--- config.mk ---
export PLATFORM = sky130hd
export DESIGN_NAME = motion_magnitude_peak_meter_flat
export DESIGN_NICKNAME = d
export VERILOG_FILES = /design/src/rtl/mmpm_pkg.sv /design/src/rtl/mmpm_if.sv /design/src/rtl/motion_magnitude_peak_meter.sv /design/src/flat_wrapper.sv
export VERILOG_INCLUDE_DIRS = /design/src /design/src/rtl
export SDC_FILE = /design/constraint.sdc
export NUM_CORES = 2
export LEC_CHECK = 0
export BUFFER_PORTS_ARGS = -buffer_cell sky130_fd_sc_hd__buf_2
export CAP_MARGIN = 20
export CORE_MARGIN = 2
export CORE_UTILIZATION = 37
export DETAILED_ROUTE_END_ITERATION = 10
export GPL_ROUTABILITY_DRIVEN = 1
export PLACE_DENSITY = 0.65
export SLEW_MARGIN = 15
export SYNTH_ARGS = -nofsm -noshare
export SYNTH_HDL_FRONTEND = slang
export SYNTH_SLANG_ARGS = --single-unit
--- constraint.sdc ---
create_clock -name clk -period 9.22 [get_ports clk]
set_clock_uncertainty 0.2 [all_clocks]
set_input_delay 2.305 -clock clk [delete_from_list [all_inputs] [get_ports clk]]
set_output_delay 2.305 -clock clk [all_outputs]
set_load 0.01 [all_outputs]
--- src/rtl/motion_magnitude_peak_meter_assert.svh ---
// Assertion macros for the motion magnitude peak meter.
// Each macro checks on the rising edge of clk and is disabled while arst_n is low.
`ifndef MOTION_MAGNITUDE_PEAK_METER_ASSERT_SVH
`define MOTION_MAGNITUDE_PEAK_METER_ASSERT_SVH
`ifndef NO_ASSERTIONS
`define MMPM_ASSERT_IMPLIES(lbl, cond, expr, msg) \
	lbl: assert property (@(posedge clk) disable iff (!arst_n) (cond) |-> (expr)) \
		else $error(msg);
`define MMPM_ASSERT_NEXT(lbl, cond, expr, msg) \
	lbl: assert property (@(posedge clk) disable iff (!arst_n) (cond) |=> (expr)) \
		else $error(msg);
`else
`define MMPM_ASSERT_IMPLIES(lbl, cond, expr, msg)
`define MMPM_ASSERT_NEXT(lbl, cond, expr, msg)
`endif
`endif

--- src/rtl/mmpm_pkg.sv ---
// Package of the motion magnitude peak meter: widths, reset values, constants,
// register indexes and the microcode program. It depends on nothing.
package mmpm_pkg;

	localparam int ACCEL_W    = 16;
	localparam int MAG_W      = 16;
	localparam int MARGIN_W   = 10;
	localparam int CFG8_W     = 8;
	localparam int CFG_DATA_W = 10;
	localparam int SUM_W      = 32;
	localparam int MUL_W      = 18;
	localparam int PROD_W     = 36;
	localparam int STEP_W     = 4;
	localparam int ITER_W     = 4;
	localparam int DSAT_W     = 6;
	localparam int AVG_SUM_W  = 18;
	localparam int Q3_W       = 17;
	localparam int DEVP_W     = 14;
	localparam int Q43_W      = 9;

	localparam logic [MARGIN_W-1:0] MARGIN_RST = 10'd20;
	localparam logic [CFG8_W-1:0]   DECAY_RST  = 8'd12;
	localparam logic [CFG8_W-1:0]   LIMIT_RST  = 8'd118;
	localparam logic [CFG8_W-1:0]   HOLD_RST   = 8'd15;

	// floor(2^19 / 3) and floor(2^20 / 43); both underestimate by less than one.
	localparam logic [MUL_W-1:0] RECIP3       = 18'd174762;
	localparam int               RECIP3_SHIFT = 19;
	localparam logic [MUL_W-1:0] DEV_SCALE    = 18'd220;
	localparam logic [MUL_W-1:0] RECIP43      = 18'd24385;
	localparam int               RECIP43_SHIFT = 20;
	localparam logic [6:0]       DEV_DIV      = 7'd43;

	localparam logic [ITER_W-1:0] SQRT_ITER_LAST = 4'd15;

	typedef enum logic [1:0] {
		REG_WARNING_MARGIN,
		REG_METER_DECAY,
		REG_METER_LIMIT,
		REG_WARNING_HOLD
	} reg_index_t;

	typedef enum logic [3:0] {
		OP_IDLE,
		OP_SQX,
		OP_SQY,
		OP_SQZ,
		OP_SUM,
		OP_SQRT,
		OP_AVGV,
		OP_AVGM,
		OP_AVGC,
		OP_DIFF,
		OP_DEVM1,
		OP_DEVM2,
		OP_DEVC,
		OP_EMIT
	} op_t;

	typedef enum logic [1:0] {
		C_NEXT,
		C_WAIT_IN,
		C_LOOP,
		C_WAIT_OUT
	} cond_t;

	typedef struct packed {
		op_t                op;
		cond_t              cond;
		logic [STEP_W-1:0]  target;
	} uword_t;

	localparam logic [STEP_W-1:0] STEP_IDLE = 4'd0;
	localparam logic [STEP_W-1:0] STEP_SQX  = 4'd1;
	localparam logic [STEP_W-1:0] STEP_SQRT = 4'd5;

	function automatic uword_t ucode(input logic [STEP_W-1:0] step);
		uword_t w;
		begin
			case (step)
				4'd0:    w = '{OP_IDLE,  C_WAIT_IN,  STEP_IDLE};
				4'd1:    w = '{OP_SQX,   C_NEXT,     STEP_IDLE};
				4'd2:    w = '{OP_SQY,   C_NEXT,     STEP_IDLE};
				4'd3:    w = '{OP_SQZ,   C_NEXT,     STEP_IDLE};
				4'd4:    w = '{OP_SUM,   C_NEXT,     STEP_IDLE};
				4'd5:    w = '{OP_SQRT,  C_LOOP,     STEP_SQRT};
				4'd6:    w = '{OP_AVGV,  C_NEXT,     STEP_IDLE};
				4'd7:    w = '{OP_AVGM,  C_NEXT,     STEP_IDLE};
				4'd8:    w = '{OP_AVGC,  C_NEXT,     STEP_IDLE};
				4'd9:    w = '{OP_DIFF,  C_NEXT,     STEP_IDLE};
				4'd10:   w = '{OP_DEVM1, C_NEXT,     STEP_IDLE};
				4'd11:   w = '{OP_DEVM2, C_NEXT,     STEP_IDLE};
				4'd12:   w = '{OP_DEVC,  C_NEXT,     STEP_IDLE};
				4'd13:   w = '{OP_EMIT,  C_WAIT_OUT, STEP_IDLE};
				default: w = '{OP_IDLE,  C_WAIT_OUT, STEP_IDLE};
			endcase
			return w;
		end
	endfunction

endpackage

--- src/rtl/mmpm_if.sv ---
// Request channels of the motion magnitude peak meter: the sample channel and the result channel.
// Depends on mmpm_pkg for the field widths.
interface mmpm_sample_if;
	import mmpm_pkg::*;
	logic                       valid;
	logic                       ready;
	logic signed [ACCEL_W-1:0]  accel_x;
	logic signed [ACCEL_W-1:0]  accel_y;
	logic signed [ACCEL_W-1:0]  accel_z;
	logic                       meter_enable;
	modport source (output valid, accel_x, accel_y, accel_z, meter_enable, input ready);
	modport sink (input valid, accel_x, accel_y, accel_z, meter_enable, output ready);
endinterface

interface mmpm_result_if;
	import mmpm_pkg::*;
	logic                 valid;
	logic                 ready;
	logic [MAG_W-1:0]     magnitude;
	logic [MAG_W-1:0]     running_average;
	logic                 warning;
	logic [CFG8_W-1:0]    meter_level;
	logic [CFG8_W-1:0]    hold_left;
	modport source (output valid, magnitude, running_average, warning, meter_level, hold_left,
		input ready);
	modport sink (input valid, magnitude, running_average, warning, meter_level, hold_left,
		output ready);
endinterface

--- src/rtl/motion_magnitude_peak_meter.sv ---
// Top level of the motion magnitude peak meter: microcode sequencer and its datapath.
// Depends on mmpm_pkg, the channel interfaces in mmpm_if.sv and the assertion macros.
//
// One request on the sample channel carries three signed accelerometer axes and
// meter_enable. The block returns one request on the result channel with the floor
// square root of the summed squares, the updated running average, the warning flag,
// the peak meter level and the warning hold countdown.
// A sample runs from acceptance to the result register through the sequencer program:
// three squaring steps on the shared 18 by 18 multiplier, a summing step, 16
// iterations of the bit-serial square root, then the steps for the average, the
// deviation scaling and the meter update. Samples are taken one at a time.
// The result sits in an output register; the next sample is accepted while it waits.
// If the receiver stalls, the sequencer holds at its last step until the register
// is free. Configuration is written through cfg_we, cfg_index and cfg_data while
// the block is idle; the user is bound to this, the block itself does not enforce it.
// Reset clears the average, meter and hold countdown and restores the default
// register values.
module motion_magnitude_peak_meter (
	input  logic                                   clk,
	input  logic                                   arst_n,
	input  logic                                   cfg_we,
	input  mmpm_pkg::reg_index_t                   cfg_index,
	input  logic [mmpm_pkg::CFG_DATA_W-1:0]        cfg_data,
	mmpm_sample_if.sink                            sample,
	mmpm_result_if.source                          result
);
	import mmpm_pkg::*;

	logic [MARGIN_W-1:0]  margin_q;
	logic [CFG8_W-1:0]    decay_q;
	logic [CFG8_W-1:0]    limit_q;
	logic [CFG8_W-1:0]    hold_cfg_q;

	logic [STEP_W-1:0]    step_q;
	logic [STEP_W-1:0]    step_d;
	uword_t               uw;

	logic [MAG_W-1:0]     avg_q;
	logic [CFG8_W-1:0]    meter_q;
	logic [CFG8_W-1:0]    hold_q;
	logic                 res_valid_q;

	logic [ACCEL_W-1:0]   ax_q;
	logic [ACCEL_W-1:0]   ay_q;
	logic [ACCEL_W-1:0]   az_q;
	logic                 en_q;
	logic [PROD_W-1:0]    prod_q;
	logic [SUM_W-1:0]     sum_q;
	logic [SUM_W-1:0]     root_q;
	logic [ITER_W-1:0]    iter_q;
	logic [AVG_SUM_W-1:0] v_q;
	logic                 warn_q;
	logic [DSAT_W-1:0]    dsat_q;
	logic [DEVP_W-1:0]    p_q;

	logic [MAG_W-1:0]     res_mag_q;
	logic [MAG_W-1:0]     res_avg_q;
	logic                 res_warn_q;
	logic [CFG8_W-1:0]    res_meter_q;
	logic [CFG8_W-1:0]    res_hold_q;

	logic                 accept;
	logic                 out_free;
	logic [MUL_W-1:0]     mul_a;
	logic [MUL_W-1:0]     mul_b;
	logic [PROD_W-1:0]    mul_p;
	logic [MAG_W-1:0]     mag;
	logic [SUM_W:0]       sq_bit;
	logic [SUM_W:0]       sq_trial;
	logic                 sq_take;
	logic [Q3_W-1:0]      q3;
	logic [AVG_SUM_W-1:0] r3;
	logic                 inc3;
	logic [AVG_SUM_W-1:0] avg_rem;
	logic [MAG_W-1:0]     avg_next;
	logic [MAG_W:0]       diff;
	logic [MAG_W:0]       warn_level;
	logic [DSAT_W-1:0]    dsat;
	logic [Q43_W-1:0]     q43;
	logic [DEVP_W:0]      r43;
	logic                 inc43;
	logic [DEVP_W:0]      dev_rem;
	logic [Q43_W-1:0]     dev9;
	logic [CFG8_W-1:0]    dev;
	logic [CFG8_W-1:0]    meter_next;
	logic [CFG8_W-1:0]    hold_next;

	function automatic logic [ACCEL_W-1:0] abs_axis(input logic signed [ACCEL_W-1:0] a);
		return a[ACCEL_W-1] ? ACCEL_W'(-a) : a;
	endfunction

	assign uw       = ucode(step_q);
	assign accept   = sample.valid && sample.ready;
	assign out_free = !res_valid_q || result.ready;
	assign mag      = root_q[MAG_W-1:0];

	assign sample.ready           = (uw.cond == C_WAIT_IN);
	assign result.valid           = res_valid_q;
	assign result.magnitude       = res_mag_q;
	assign result.running_average = res_avg_q;
	assign result.warning         = res_warn_q;
	assign result.meter_level     = res_meter_q;
	assign result.hold_left       = res_hold_q;

	always_comb begin
		case (uw.cond)
			C_WAIT_IN:  step_d = accept ? STEP_W'(step_q + 1'b1) : step_q;
			C_LOOP:     step_d = (iter_q != '0) ? uw.target : STEP_W'(step_q + 1'b1);
			C_WAIT_OUT: step_d = out_free ? uw.target : step_q;
			default:    step_d = STEP_W'(step_q + 1'b1);
		endcase
	end

	always_comb begin
		case (uw.op)
			OP_SQX: begin
				mul_a = MUL_W'(ax_q);
				mul_b = MUL_W'(ax_q);
			end
			OP_SQY: begin
				mul_a = MUL_W'(ay_q);
				mul_b = MUL_W'(ay_q);
			end
			OP_SQZ: begin
				mul_a = MUL_W'(az_q);
				mul_b = MUL_W'(az_q);
			end
			OP_AVGM: begin
				mul_a = v_q;
				mul_b = RECIP3;
			end
			OP_DEVM1: begin
				mul_a = MUL_W'(dsat_q);
				mul_b = DEV_SCALE;
			end
			OP_DEVM2: begin
				mul_a = MUL_W'(prod_q[DEVP_W-1:0]);
				mul_b = RECIP43;
			end
			default: begin
				mul_a = '0;
				mul_b = '0;
			end
		endcase
	end

	assign mul_p = mul_a * mul_b;

	// One step of the restoring square root: the trial bit walks down two places per step.
	assign sq_bit   = (SUM_W+1)'(1) << {iter_q, 1'b0};
	assign sq_trial = {1'b0, root_q} + sq_bit;
	assign sq_take  = {1'b0, sum_q} >= sq_trial;

	// The reciprocal quotient is floor or one below it; one compare corrects it.
	assign q3       = prod_q[RECIP3_SHIFT +: Q3_W];
	assign r3       = v_q - AVG_SUM_W'({q3, 1'b0} + {1'b0, q3});
	assign inc3     = r3 >= AVG_SUM_W'(3);
	assign avg_rem  = inc3 ? AVG_SUM_W'(r3 - AVG_SUM_W'(3)) : r3;
	assign avg_next = MAG_W'(q3 + Q3_W'(inc3));

	// Deviations of 63 and up scale past any 8-bit limit, so they saturate early.
	assign diff       = {1'b0, mag} - {1'b0, avg_q};
	assign warn_level = {1'b0, avg_q} + (MAG_W+1)'(margin_q);
	assign dsat       = diff[MAG_W] ? '0 : ((|diff[MAG_W-1:DSAT_W]) ? '1 : diff[DSAT_W-1:0]);

	assign q43     = prod_q[RECIP43_SHIFT +: Q43_W];
	assign r43     = {1'b0, p_q} - (DEVP_W+1)'(q43 * DEV_DIV);
	assign inc43   = r43 >= (DEVP_W+1)'(DEV_DIV);
	assign dev_rem = inc43 ? (DEVP_W+1)'(r43 - (DEVP_W+1)'(DEV_DIV)) : r43;
	assign dev9    = Q43_W'(q43 + Q43_W'(inc43));
	assign dev     = (dev9 > Q43_W'(limit_q)) ? limit_q : dev9[CFG8_W-1:0];

	always_comb begin
		if (dev > meter_q) begin
			meter_next = dev;
		end else if (meter_q >= decay_q) begin
			meter_next = meter_q - decay_q;
		end else begin
			meter_next = '0;
		end
		if (warn_q) begin
			hold_next = hold_cfg_q;
		end else if (hold_q != '0) begin
			hold_next = hold_q - 1'b1;
		end else begin
			hold_next = hold_q;
		end
	end

	always_ff @(posedge clk or negedge arst_n) begin
		if (!arst_n) begin
			margin_q    <= MARGIN_RST;
			decay_q     <= DECAY_RST;
			limit_q     <= LIMIT_RST;
			hold_cfg_q  <= HOLD_RST;
			step_q      <= STEP_IDLE;
			avg_q       <= '0;
			meter_q     <= '0;
			hold_q      <= '0;
			res_valid_q <= 1'b0;
		end else begin
			step_q <= step_d;
			if (cfg_we) begin
				case (cfg_index)
					REG_WARNING_MARGIN: margin_q   <= cfg_data;
					REG_METER_DECAY:    decay_q    <= cfg_data[CFG8_W-1:0];
					REG_METER_LIMIT:    limit_q    <= cfg_data[CFG8_W-1:0];
					REG_WARNING_HOLD:   hold_cfg_q <= cfg_data[CFG8_W-1:0];
					default: ;
				endcase
			end
			if (uw.op == OP_AVGC) begin
				avg_q <= avg_next;
			end
			if (uw.op == OP_DEVC && en_q) begin
				meter_q <= meter_next;
				hold_q  <= hold_next;
			end
			if (uw.op == OP_EMIT && out_free) begin
				res_valid_q <= 1'b1;
			end else if (result.ready) begin
				res_valid_q <= 1'b0;
			end
		end
	end

	always_ff @(posedge clk) begin
		if (accept) begin
			ax_q <= abs_axis(sample.accel_x);
			ay_q <= abs_axis(sample.accel_y);
			az_q <= abs_axis(sample.accel_z);
			en_q <= sample.meter_enable;
		end
		case (uw.op)
			OP_SQX, OP_AVGM, OP_DEVM1: begin
				prod_q <= mul_p;
			end
			OP_SQY: begin
				sum_q  <= prod_q[SUM_W-1:0];
				prod_q <= mul_p;
			end
			OP_SQZ: begin
				sum_q  <= sum_q + prod_q[SUM_W-1:0];
				prod_q <= mul_p;
			end
			OP_SUM: begin
				sum_q  <= sum_q + prod_q[SUM_W-1:0];
				root_q <= '0;
				iter_q <= SQRT_ITER_LAST;
			end
			OP_SQRT: begin
				if (sq_take) begin
					sum_q  <= sum_q - sq_trial[SUM_W-1:0];
					root_q <= (root_q >> 1) + sq_bit[SUM_W-1:0];
				end else begin
					root_q <= root_q >> 1;
				end
				iter_q <= iter_q - 1'b1;
			end
			OP_AVGV: begin
				v_q <= {1'b0, avg_q, 1'b0} + AVG_SUM_W'(mag);
			end
			OP_DIFF: begin
				warn_q <= {1'b0, mag} > warn_level;
				dsat_q <= dsat;
			end
			OP_DEVM2: begin
				p_q    <= prod_q[DEVP_W-1:0];
				prod_q <= mul_p;
			end
			OP_EMIT: begin
				if (out_free) begin
					res_mag_q   <= mag;
					res_avg_q   <= avg_q;
					res_warn_q  <= warn_q;
					res_meter_q <= meter_q;
					res_hold_q  <= hold_q;
				end
			end
			default: ;
		endcase
	end

	`include "motion_magnitude_peak_meter_assert.svh"

	`MMPM_ASSERT_NEXT(a_accept_starts, accept, step_q == STEP_SQX, "Accepted sample did not start the program.")
	`MMPM_ASSERT_IMPLIES(a_root_narrow, uw.op == OP_AVGV, root_q[SUM_W-1:MAG_W] == '0, "Square root exceeds 16 bits.")
	`MMPM_ASSERT_IMPLIES(a_avg_rem, uw.op == OP_AVGC, avg_rem < AVG_SUM_W'(3), "Average quotient correction failed.")
	`MMPM_ASSERT_IMPLIES(a_dev_rem, uw.op == OP_DEVC, dev_rem < (DEVP_W+1)'(DEV_DIV), "Deviation quotient correction failed.")
	`MMPM_ASSERT_NEXT(a_meter_kept, uw.op == OP_DEVC && !en_q, $stable(meter_q) && $stable(hold_q), "Meter changed while disabled.")

endmodule

--- src/flat_wrapper.sv ---
// flat-port wrapper written by rule: the top's interface ports become plain ports
module motion_magnitude_peak_meter_flat import mmpm_pkg::*;
  (clk, arst_n, cfg_we, cfg_index, cfg_data, sample_valid, sample_accel_x, sample_accel_y, sample_accel_z, sample_meter_enable, sample_ready, result_valid, result_magnitude, result_running_average, result_warning, result_meter_level, result_hold_left, result_ready);
  mmpm_sample_if sample_i ();
  mmpm_result_if result_i ();
  input  logic clk;
  input  logic arst_n;
  input  logic cfg_we;
  input  mmpm_pkg::reg_index_t cfg_index;
  input  logic [mmpm_pkg::CFG_DATA_W-1:0] cfg_data;
  input wire logic [$bits(sample_i.valid)-1:0] sample_valid;
  input wire logic [$bits(sample_i.accel_x)-1:0] sample_accel_x;
  input wire logic [$bits(sample_i.accel_y)-1:0] sample_accel_y;
  input wire logic [$bits(sample_i.accel_z)-1:0] sample_accel_z;
  input wire logic [$bits(sample_i.meter_enable)-1:0] sample_meter_enable;
  output wire logic [$bits(sample_i.ready)-1:0] sample_ready;
  output wire logic [$bits(result_i.valid)-1:0] result_valid;
  output wire logic [$bits(result_i.magnitude)-1:0] result_magnitude;
  output wire logic [$bits(result_i.running_average)-1:0] result_running_average;
  output wire logic [$bits(result_i.warning)-1:0] result_warning;
  output wire logic [$bits(result_i.meter_level)-1:0] result_meter_level;
  output wire logic [$bits(result_i.hold_left)-1:0] result_hold_left;
  input wire logic [$bits(result_i.ready)-1:0] result_ready;
  assign sample_i.valid = sample_valid;
  assign sample_i.accel_x = sample_accel_x;
  assign sample_i.accel_y = sample_accel_y;
  assign sample_i.accel_z = sample_accel_z;
  assign sample_i.meter_enable = sample_meter_enable;
  assign sample_ready = sample_i.ready;
  assign result_valid = result_i.valid;
  assign result_magnitude = result_i.magnitude;
  assign result_running_average = result_i.running_average;
  assign result_warning = result_i.warning;
  assign result_meter_level = result_i.meter_level;
  assign result_hold_left = result_i.hold_left;
  assign result_i.ready = result_ready;
  motion_magnitude_peak_meter u_core (.clk(clk), .arst_n(arst_n), .cfg_we(cfg_we), .cfg_index(cfg_index), .cfg_data(cfg_data), .sample(sample_i), .result(result_i));
endmodule
==> results.cfg <==
[clocking]
cts_tree = yes
cts_root_buffer = clkbuf_16
worstSkewPairLatency_ns = 0.58
clk_pin_slew_ns = 0.06
cts_buffer_depth = 3
htreeDepth = 2
clock-sinks = 312
cts_buffers = 37

[synthesis]
ys_seq_area_frac = 0.263
syn_area_per_cell_um2 = 9.31
synthFlopType = edfxtp_1
netlist_instances = 3689
async_flop_share = 0.228
synth-edff-count = 241
synth_top_area_frac = 0.211
synth-seq-cells = 312
yosysWarnings = 0
netlist_top_cells_area = edfxtp_1 21%, fa_1 16%, ha_1 15%, inv_1 5.3%, xnor2_1 4.3%
yosysUniqueCellTypes = 85
synth_top_cell_by_area = edfxtp_1
synthesis.area_mm2 = 0.0344

[place]
dp_cells = 5023
io_buffers = 116
gp_congestion = 0.932
dpl-instance-area_mm2 = 0.0367
hpwlAfterDp_um = 77300

[global_routing]
grt_pass1_vias = 26600
grt.total_usage = 0.203
grt_max_degree = 72
grt_pass1_wl_um = 150000
antenna_found_initial = 2
grt_overflow = 0

[route]
drt-total-wl_um = 97000
drtPass1Iterations = 6
vias = 27200
postRouteAntennaNets = 0
drtIter0Drc = 2369
vias_per_cell = 5.34
drc = 0
wl_per_cell_um = 19.0

[sta]
rsz0062_at_grt = false
max_slew_margin = 0.288
fmax_mhz = 113
slew_viol_final = 0
min_period_over_period = 0.961
setup_viol = 0
setup_tns_ns = 0
holdWs_ns = 0.300
hold_viol = 0
worst_pin_slew_ns = 1.07
fin_crit_ns = 8.86

[setup_path]
required_ns = 9.52
r2r_slack_ns = 0.36
reg2reg_depth = 38
cp-start-kind = flop
arrival_ns = 9.17
slowest_stage = fa_1
critPathKind = reg -> reg
cp-end-kind = flop
max_stage_delay_ns = 0.54
crit_path_frequent_cell = o21a_1
crit_fanout = 11

[status]
status = completed

[floorplan]
rows = 111
fp.coreArea_mm2 = 0.0918
io_pins = 117
fp.dieH_um = 309
die_w_um = 309
die_area_mm2 = 0.0953
start_util = 0.374

[cells_and_area]
fin_area_mm2 = 0.0380
final_common_cell = inv_1
drive_above_1_share = 0.0911
area_growth_pct = 10.6
post_layout_nonfiller_instances = 5098
fillers = 9002
final_cell_mix = 487 x inv_1, 399 x ha_1, 393 x nand2_1, 281 x fa_1, 262 x nor2_1
finalNetCount = 4572

[worst_hold_path]
holdPathStages = 0
holdCritPathClass = reg -> reg

[run]
drv_cap = 0
metrics by stage:
stage	worst slack, ns	util
5_1_grt	0.00310	0.414
3_5_place_dp	0.0564	0.400
2_1_floorplan	0.371	-
3_3_place_gp	0.203	0.400
4_1_cts	0.0480	0.413
6_report	0.356	0.414
logic make-up (layout without fill, tap and decap cells):
| kind of cell | count (synthesis) | after routing | share of synthesized area |
|---|---|---|---|
| adders and majority gates | 680 | 680 | 0.309 |
| other | 2 | 17 | 0.000219 |
| and+or+nand+nor | 1064 | 1064 | 0.144 |
| muxes | 57 | 57 | 0.0183 |
| DFF | 312 | 312 | 0.263 |
| AOI/OAI and AO/OA | 732 | 732 | 0.138 |
| buffers and inverters | 603 | 754 | 0.0666 |
| xor gates and xnor gates | 239 | 239 | 0.0609 |
metal layers:
| metal | routed length [um] | vias up | share of wire | GRT usage |
|---|---|---|---|---|
| met5 | 13 | - | 0.00013 | 0 |
| met4 | 3020 | 2 | 0.031 | 0.0632 |
| met3 | 7960 | 153 | 0.082 | 0.0446 |
| met2 | 42100 | 870 | 0.43 | 0.309 |
| met1 | 43900 | 13300 | 0.45 | 0.287 |
| li1 | - | 12900 | - | - |
cell type report:
type | instances | area, um2 | share of cell area
inverter | 492 | 1850 | 0.0486
tap | 1243 | 1560 | 0.0409
sequential | 312 | 9030 | 0.238
antenna | 1 | 2.50 | 0.0000658
clock inverter | 22 | 260 | 0.00685
multi-input combinational | 2788 | 23200 | 0.609
timing repair buffer | 195 | 1180 | 0.0311
clock buffer | 45 | 977 | 0.0257
worst max-delay path: cells and delay by family, from the launching register on:
kind | cells | cell delay [ns]
buf+inv | 6 | 0.77
simple gates | 3 | 0.96
mux | 2 | 0.49
flops | 1 | 0.38
fa+ha+maj | 9 | 3.29
compound gates | 18 | 2.71
Yosys cell counts (41+ instances only):
| master | count |
|---|---|
| a31oi_1 | 44 |
| dfrtp_1 | 58 |
| nand3_1 | 51 |
| ha_1 | 399 |
| clkbuf_1 | 97 |
| nor3_1 | 63 |
| o21a_1 | 41 |
| edfxtp_1 | 241 |
| xor2_1 | 69 |
| and2_1 | 61 |
| nand2_1 | 393 |
| mux2_2 | 46 |
| a21o_1 | 71 |
| o21ai_0 | 129 |
| inv_1 | 488 |
| fa_1 | 281 |
| nor2_1 | 264 |
| a21oi_1 | 174 |
| xnor2_1 | 170 |
registers in the layout, indices dropped and copies added, names as in the netlist, 4 cells and up:
| name | count |
|---|---|
| u_core.p_q | 14 |
| u_core.root_q | 32 |
| u_core.result.meter_level | 8 |
| u_core.hold_q | 8 |
| u_core.az_q | 16 |
| u_core.result.magnitude | 16 |
| u_core.sum_q | 32 |
| u_core.meter_q | 8 |
| u_core.ax_q | 16 |
| u_core.iter_q | 4 |
| u_core.ay_q | 16 |
| u_core.result.running_average | 16 |
| u_core.limit_q | 8 |
| u_core.prod_q | 36 |
| u_core.result.hold_left | 8 |
| u_core.margin_q | 10 |
| u_core.hold_cfg_q | 8 |
| u_core.dsat_q | 6 |
| u_core.step_q | 4 |
| u_core.v_q | 18 |
| u_core.avg_q | 16 |
| u_core.decay_q | 8 |
repair_timing:
item	CTS	global route
buffers inserted	0	6
gates resized for setup	0	6
hold buffers	0	0
endpoints found under the setup margin	0	8
final timing paths:
check                                         startpoint                                endpoint
setup / recovery             u_core.prod_q[25]$_DFFE_PP_           u_core.meter_q[3]$_DFFE_PN0P_
hold / removal             u_core.meter_q[4]$_DFFE_PN0P_  u_core.result.meter_level[4]$_DFFE_PP_
setup reg to reg             u_core.prod_q[25]$_DFFE_PP_           u_core.meter_q[3]$_DFFE_PN0P_
hold reg to reg            u_core.meter_q[4]$_DFFE_PN0P_  u_core.result.meter_level[4]$_DFFE_PP_
max in group asynchronous                         arst_n         u_core.result.valid$_DFFE_PN0P_
min in group asynchronous                         arst_n           u_core.decay_q[5]$_DFFE_PN0P_
Power is left out: the tool's default activity adds up to more than one toggle a clock period on the data nets, which glitch-free logic cannot reach.
